### src/rtl/impc_pkg.sv
package impc_pkg;

  localparam int unsigned SumW   = 58;
  localparam int unsigned CountW = 27;
  localparam int unsigned CompW  = 16;

  // 10*log10(2) in Q16
  localparam logic [17:0] TenLog2Q16 = 18'd197283;

  localparam logic [1:0] CfgWidth  = 2'd0;
  localparam logic [1:0] CfgHeight = 2'd1;
  localparam logic [1:0] CfgPeak   = 2'd2;

  localparam logic [1:0] ErrNone   = 2'd0;
  localparam logic [1:0] ErrSetup  = 2'd1;
  localparam logic [1:0] ErrCount  = 2'd2;

  typedef enum logic [9:0] {
    S_IDLE  = 10'b0000000001,
    S_CHECK = 10'b0000000010,
    S_DIV   = 10'b0000000100,
    S_SQRT  = 10'b0000001000,
    S_PMUL  = 10'b0000010000,
    S_XMUL  = 10'b0000100000,
    S_LOGA  = 10'b0001000000,
    S_LOGB  = 10'b0010000000,
    S_SCALE = 10'b0100000000,
    S_DONE  = 10'b1000000000
  } state_e;

  typedef enum logic [1:0] {
    L_IDLE = 2'b01,
    L_NORM = 2'b10
  } log_phase_e;

endpackage

### src/rtl/impc_log2.sv
module impc_log2 import impc_pkg::*; (
  input  logic        clk_i,
  input  logic        rst_ni,
  input  logic        start_i,
  input  logic [63:0] x_i,
  output logic        done_o,
  output logic [21:0] result_o
);

  log_phase_e  phase_q;
  logic        squaring_q;
  logic        done_q;
  logic [63:0] x_q;
  logic [5:0]  n_q;
  logic [31:0] y_q;
  logic [15:0] frac_q;
  logic [3:0]  step_q;
  logic [63:0] prod;
  logic [32:0] t;

  assign prod = 64'(y_q) * 64'(y_q);
  assign t    = prod[63:31];

  always_ff @(posedge clk_i or negedge rst_ni) begin
    if (!rst_ni) begin
      phase_q    <= L_IDLE;
      squaring_q <= 1'b0;
      done_q     <= 1'b0;
    end else begin
      done_q <= !start_i && (phase_q == L_NORM) && squaring_q && (step_q == 4'd0);
      if (start_i) begin
        phase_q    <= L_NORM;
        squaring_q <= 1'b0;
      end else if (phase_q == L_NORM) begin
        if (!squaring_q) begin
          if (x_q[63]) begin
            squaring_q <= 1'b1;
          end
        end else if (step_q == 4'd0) begin
          phase_q    <= L_IDLE;
          squaring_q <= 1'b0;
        end
      end
    end
  end

  // Datapath: normalize one bit a cycle, then square once per fraction bit
  always_ff @(posedge clk_i) begin
    if (start_i) begin
      x_q    <= x_i;
      n_q    <= 6'd63;
      step_q <= 4'd15;
    end else if (phase_q == L_NORM) begin
      if (!squaring_q) begin
        if (x_q[63]) begin
          y_q <= x_q[63:32];
        end else begin
          x_q <= {x_q[62:0], 1'b0};
          n_q <= n_q - 6'd1;
        end
      end else begin
        if (t[32]) begin
          y_q <= t[32:1];
        end else begin
          y_q <= t[31:0];
        end
        frac_q <= {frac_q[14:0], t[32]};
        step_q <= step_q - 4'd1;
      end
    end
  end

  assign done_o   = done_q;
  assign result_o = {n_q, frac_q};

endmodule

### config.mk
export PLATFORM = sky130hd
export DESIGN_NAME = impc_log2
export DESIGN_NICKNAME = d
export VERILOG_FILES = /design/src/rtl/impc_pkg.sv /design/src/rtl/impc_log2.sv
export SDC_FILE = /design/constraint.sdc
export NUM_CORES = 2
export LEC_CHECK = 0
export ABC_AREA = 1
export BUFFER_PORTS_ARGS = -buffer_cell sky130_fd_sc_hd__buf_2
export CORE_UTILIZATION = 59
export DETAILED_ROUTE_END_ITERATION = 8
export MAX_ROUTING_LAYER = met4
export PLACE_DENSITY = 0.73
export SYNTH_ARGS = -nofsm -noshare
export SYNTH_HDL_FRONTEND = slang
export SYNTH_SLANG_ARGS = --single-unit
### constraint.sdc
create_clock -name clk_i -period 16.6 [get_ports clk_i]
set_input_delay 2.49 -clock clk_i [delete_from_list [all_inputs] [get_ports clk_i]]
set_output_delay 2.49 -clock clk_i [all_outputs]
set_load 0.02 [all_outputs]
Word-level counts from Yosys, hierarchy flattened
Index checks and enable logic that the tools add are counted.
Widths: inputs -> output; s select.
{"block": "totals", "elab_cells": 50, "output_inout_bits": 23, "reg_bits": 126}
{"block": "classes", "multipliers": 1, "bitwise_logic": 3, "addsub": 2, "n_mux": 16, "n_reduce_logical": 16, "eq_ne": 3}
{"operator": "$mux 64", "count": 4}
{"operator": "$mux 32", "count": 3}
{"operator": "$mul 32x32->64", "count": 1}
{"operator": "$reduce_and 3->1", "count": 5}
{"operator": "$mux 2", "count": 4}
{"operator": "$reduce_bool 2->1", "count": 4}
{"operator": "$sub 6x1->6 const B", "count": 1}
{"operator": "$mux 1", "count": 5}
{"operator": "$logic_not 4->1", "count": 1}
{"operator": "$ne 2x2->1 const B", "count": 2}
{"operator": "$reduce_and 2->1", "count": 2}
{"operator": "$sub 4x1->4 const B", "count": 1}
{"operator": "$logic_and 1x1->1", "count": 3}
{"operator": "$not 1->1", "count": 3}
{"operator": "$eq 2x2->1 const B", "count": 1}
{"operator": "$logic_not 1->1", "count": 1}

Longest topological paths before layout
{"block": "depth", "word_depth": 5, "ltp_mapped": 36, "ltp_nobuf": 33}

Worst setup path after synthesis
Ideal clock, no wire load.
{"block": "synth_timing", "path_type": "register -> register", "startpoint": "reg y_q[14]", "endpoint": "reg y_q[23], data pin", "path_buffers": 3, "t_required_ns": 16.347, "arrival_ns": 6.770, "stages_incl_launch_ff": 33, "setup_slack_ns": 9.577, "path_cell_list": "edfxtp_1 > clkbuf_1 > clkbuf_1 > nand2_1 > fa_1 > inv_1 > fa_1 > inv_1 > fa_1 > fa_1 > inv_1 > fa_1 > inv_1 > fa_1 > inv_1 > fa_1 > fa_1 > ha_1 > nand2_1 > inv_1 > nand2_1 > nand2_1 > nand2_1 > nand2_1 > a21oi_1 > nand2_2 > nand2_1 > nand3_1 > nand2_4 > buf_12 > nand2_2 > nand3_1 > nand2_1"}
{"block": "synth_between", "elab_chain_len": 3}
{"element": "start: declaration", "line_no": "impc_log2.sv:15", "rtl": "logic [31:0] y_q;"}
{"element": "start signal: assignment", "line_no": "impc_log2.sv:56", "rtl": "y_q <= x_q[63:32];"}
{"element": "start signal: assignment", "line_no": "impc_log2.sv:63", "rtl": "y_q <= t[32:1];"}
{"element": "start signal: assignment", "line_no": "impc_log2.sv:65", "rtl": "y_q <= t[31:0];"}
{"element": "$mul 32x32->64", "line_no": "impc_log2.sv:21", "rtl": "assign prod = 64'(y_q) * 64'(y_q);"}
{"element": "$mux 32", "line_no": "impc_log2.sv:62", "rtl": "if (t[32]) begin"}
{"element": "$mux 32", "line_no": "impc_log2.sv:54", "rtl": "if (!squaring_q) begin"}
Every way passes these cells.
A chain may end at the register's enable or synchronous reset.

Final worst setup path
{"block": "layout_timing", "startpoint": "reg y_q[9]", "endpoint": "reg y_q[24], data pin"}
The elaborated chain is that of the path after synthesis.

==> impl_metrics.py <==
metrics = {
    "detailed_routing": {
        "post-route-drc-count": 0,
        "drt_first_pass_iters": 5,
        "postRouteAntennaNets": 0,
        "viasPerCell": 5.18,
        "vias": 27200,
        "avgRoutedWirePerCell_um": 17.5,
        "drtIter0Drc": 1920,
        "wirelength_mm": 92.0,
    },
    "clocking": {
        "clkSlewWorstSetupHoldPaths_ns": 0.06,
        "cts_root_buf": "clkbuf_16",
        "post_cts_buffers": 0,
        "clkSinkCount": 126,
        "htree_levels": 4,
        "cts_hold_buf": 0,
        "cts_tree": "done",
        "cts_resized": 0,
        "numCtsBuffers": 17,
        "clk_latency_ns": 0.42,
        "cts_buffer_depth": 2,
    },
    "grt": {
        "gr-total-overflow": 0,
        "grt_util_met1": 0.430,
        "met3_usage": 0.0346,
        "use_met2": 0.531,
        "grt_max_degree": 74,
        "top_usage_layer": "met2",
        "grt_usage": 0.322,
        "grt_pass1_wl_mm": 152,
        "grt_pass1_vias": 28900,
        "antenna_found_initial": 2,
    },
    "worst_setup_path": {
        "cp.required_ns": 16.78,
        "worst-path-buf-inv": 4,
        "r2r_cells": 27,
        "critPathMaxStageDelay_ns": 1.06,
        "reg2reg_slack_ns": 8.45,
        "critPathLaunchType": "register",
        "arrival_ns": 8.33,
        "cp_slowest_cell": "edfxtp_1",
        "end_kind": "register",
        "critPathTopFamily": "adder cells",
        "cp_max_fo": 31,
        "crit_start": "y_q[9]$_DFFE_PP_",
        "reg2reg_from": "y_q[9]$_DFFE_PP_",
        "rr_endpoint": "y_q[24]$_DFFE_PP_",
        "crit_type": "register to register",
    },
    "run_status": {
        "status": "complete, no violations",
    },
    "floorplanning": {
        "start_util": 0.601,
        "std_cell_rows": 90,
        "fp.dieW_um": 251,
        "dieArea_um2": 63000,
        "core_um2": 60800,
        "fp.dieH_um": 251,
        "ios": 90,
    },
    "timing": {
        "setup_slack_ns": 8.45,
        "slew_headroom": 0.277,
        "max_freq_mhz": 123,
        "worst_pin_slew_ns": 1.08,
        "rsz0062_at_grt": "no",
        "setup_viol": 0,
        "tns_ns": 0,
        "period_share": 0.491,
        "skew_ns": 0.00780,
        "final-max-slew-violation-count": 0,
        "timing_hold_violations_final": 0,
        "finalCriticalPeriod_ns": 8.15,
    },
    "hold_path": {
        "worstHoldPathType": "register to register",
        "worstHoldEndpoint": "frac_q[9]$_DFFE_PP_",
        "hp-start": "frac_q[8]$_DFFE_PP_",
        "holdPathStages": 0,
    },
    "logic_synthesis": {
        "syn_inst": 4436,
        "synth_seq_cells": 126,
        "synth_seq_area_share": 0.100,
        "syn_area_per_cell_um2": 8.24,
        "syn_nets": 5593,
        "ys_warn_count": 0,
        "netlist_area_um2": 36600,
        "synth_cell_types": 44,
    },
    "placement": {
        "io_buffers": 89,
        "place_congestion": 0.993,
        "place_ws_ns": 8.53,
        "hpwl_mm": 72.3,
    },
    "finish": {
        "final_nets": 5607,
        "drive_gt1_frac": 0.0441,
        "synthToLayoutAreaGrowth_pct": 4.90,
        "final_common_cell": "inv_1",
        "final_cell_mix": "1431 x inv_1, 1078 x nand2_1, 791 x fa_1",
        "fillers": 5364,
    },
    "run": {
        "maxCapViolations": 0,
    },
}
[worst max-delay path by stage]
| stage | to | slack [ns] | depth (start not counted) |
|---|---|---|---|
| after floorplan | y_q[23]$_DFFE_PP_ | 9.58 | 32 |
| after global placement | y_q[28]$_DFFE_PP_ | 8.64 | 26 |
| after detailed placement | y_q[24]$_DFFE_PP_ | 8.53 | 27 |
| after CTS | y_q[24]$_DFFE_PP_ | 8.49 | 27 |
| after global routing | y_q[22]$_DFFE_PP_ | 8.00 | 27 |
| final | y_q[24]$_DFFE_PP_ | 8.45 | 27 |
[sequential cells by signal (all words and copies together), names as in the netlist]
signal and count:
x_q 64, y_q 32, frac_q 16, n_q 6, step_q 4, phase_q 2, done_o 1, squaring_q 1
[cell type report]
type,instances,area [um^2],area share
Multi-Input combinational cell,2743,27000,0.703
Inverter,1435,5390,0.140
Sequential cell,126,3660,0.0955
Tap cell,782,978,0.0255
Timing Repair Buffer,127,731,0.0190
Clock buffer,19,433,0.0113
Clock inverter,13,190,0.00496
Antenna cell,1,2.50,0.0000652
[Yosys cell counts, drive strengths merged]
cell type	instances	area, um^2
a21o	3	22.5
a21oi	70	354
a22o	62	543
a31o	6	52.6
a31oi	2	12.5
a32o	1	10.0
and2	4	25.0
buf	21	139
clkbuf	111	417
clkinv	2	7.51
dfrtp	3	75.1
dfstp	1	26.3
dfxtp	10	200
edfxtp	112	3360
fa	791	15800
ha	299	3740
inv	1433	5380
nand2	1095	4160
nand3	127	641
nand3b	9	67.6
nand4	11	68.8
nor2	140	538
nor3	11	71.3
nor4	4	25.0
o211ai	1	7.51
o21a	1	7.51
o21ai	27	135
o21bai	21	158
or2	5	31.3
xnor2	17	149
xor2	36	315
[per-stage QoR]
step                      instance area, um^2   util  hold WS (ns)  cells
after floorplan                         36600      -         0.445   4436
after global placement                  37700  0.621         0.438   5213
after detailed placement                37700  0.621         0.428   5213
after CTS                               38400  0.631         0.450   5245
after global routing                    38400  0.631         0.461   5246
final                                   38400  0.631         0.449   5246
[routing by layer]
metal | vias to the layer above | wire length [um]
met5 | - | 0
met4 | 0 | 2410
met3 | 164 | 6280
met2 | 944 | 44800
met1 | 13400 | 38600
li1 | 12700 | -
[kinds of logic after synthesis]
| logic type | count (synthesis) | synth area share |
|---|---|---|
| buffers and inverters | 1567 | 0.162 |
| and+or+nand+nor | 1406 | 0.154 |
| adders and majority gates | 1090 | 0.535 |
| AOI/OAI and AO/OA | 194 | 0.0356 |
| DFF | 126 | 0.100 |
| xor gates and xnor gates | 53 | 0.0127 |
[worst register-to-register path, delay by kind of cell (launching register included)]
family,cells,cell delay (ns)
flops,1,1.06
buf+inv,4,0.68
fa+ha+maj,9,4.30
simple gates,14,1.87
Power is left out: the tool's default activity adds up to more than one toggle a clock period on the data nets, which glitch-free logic cannot reach.
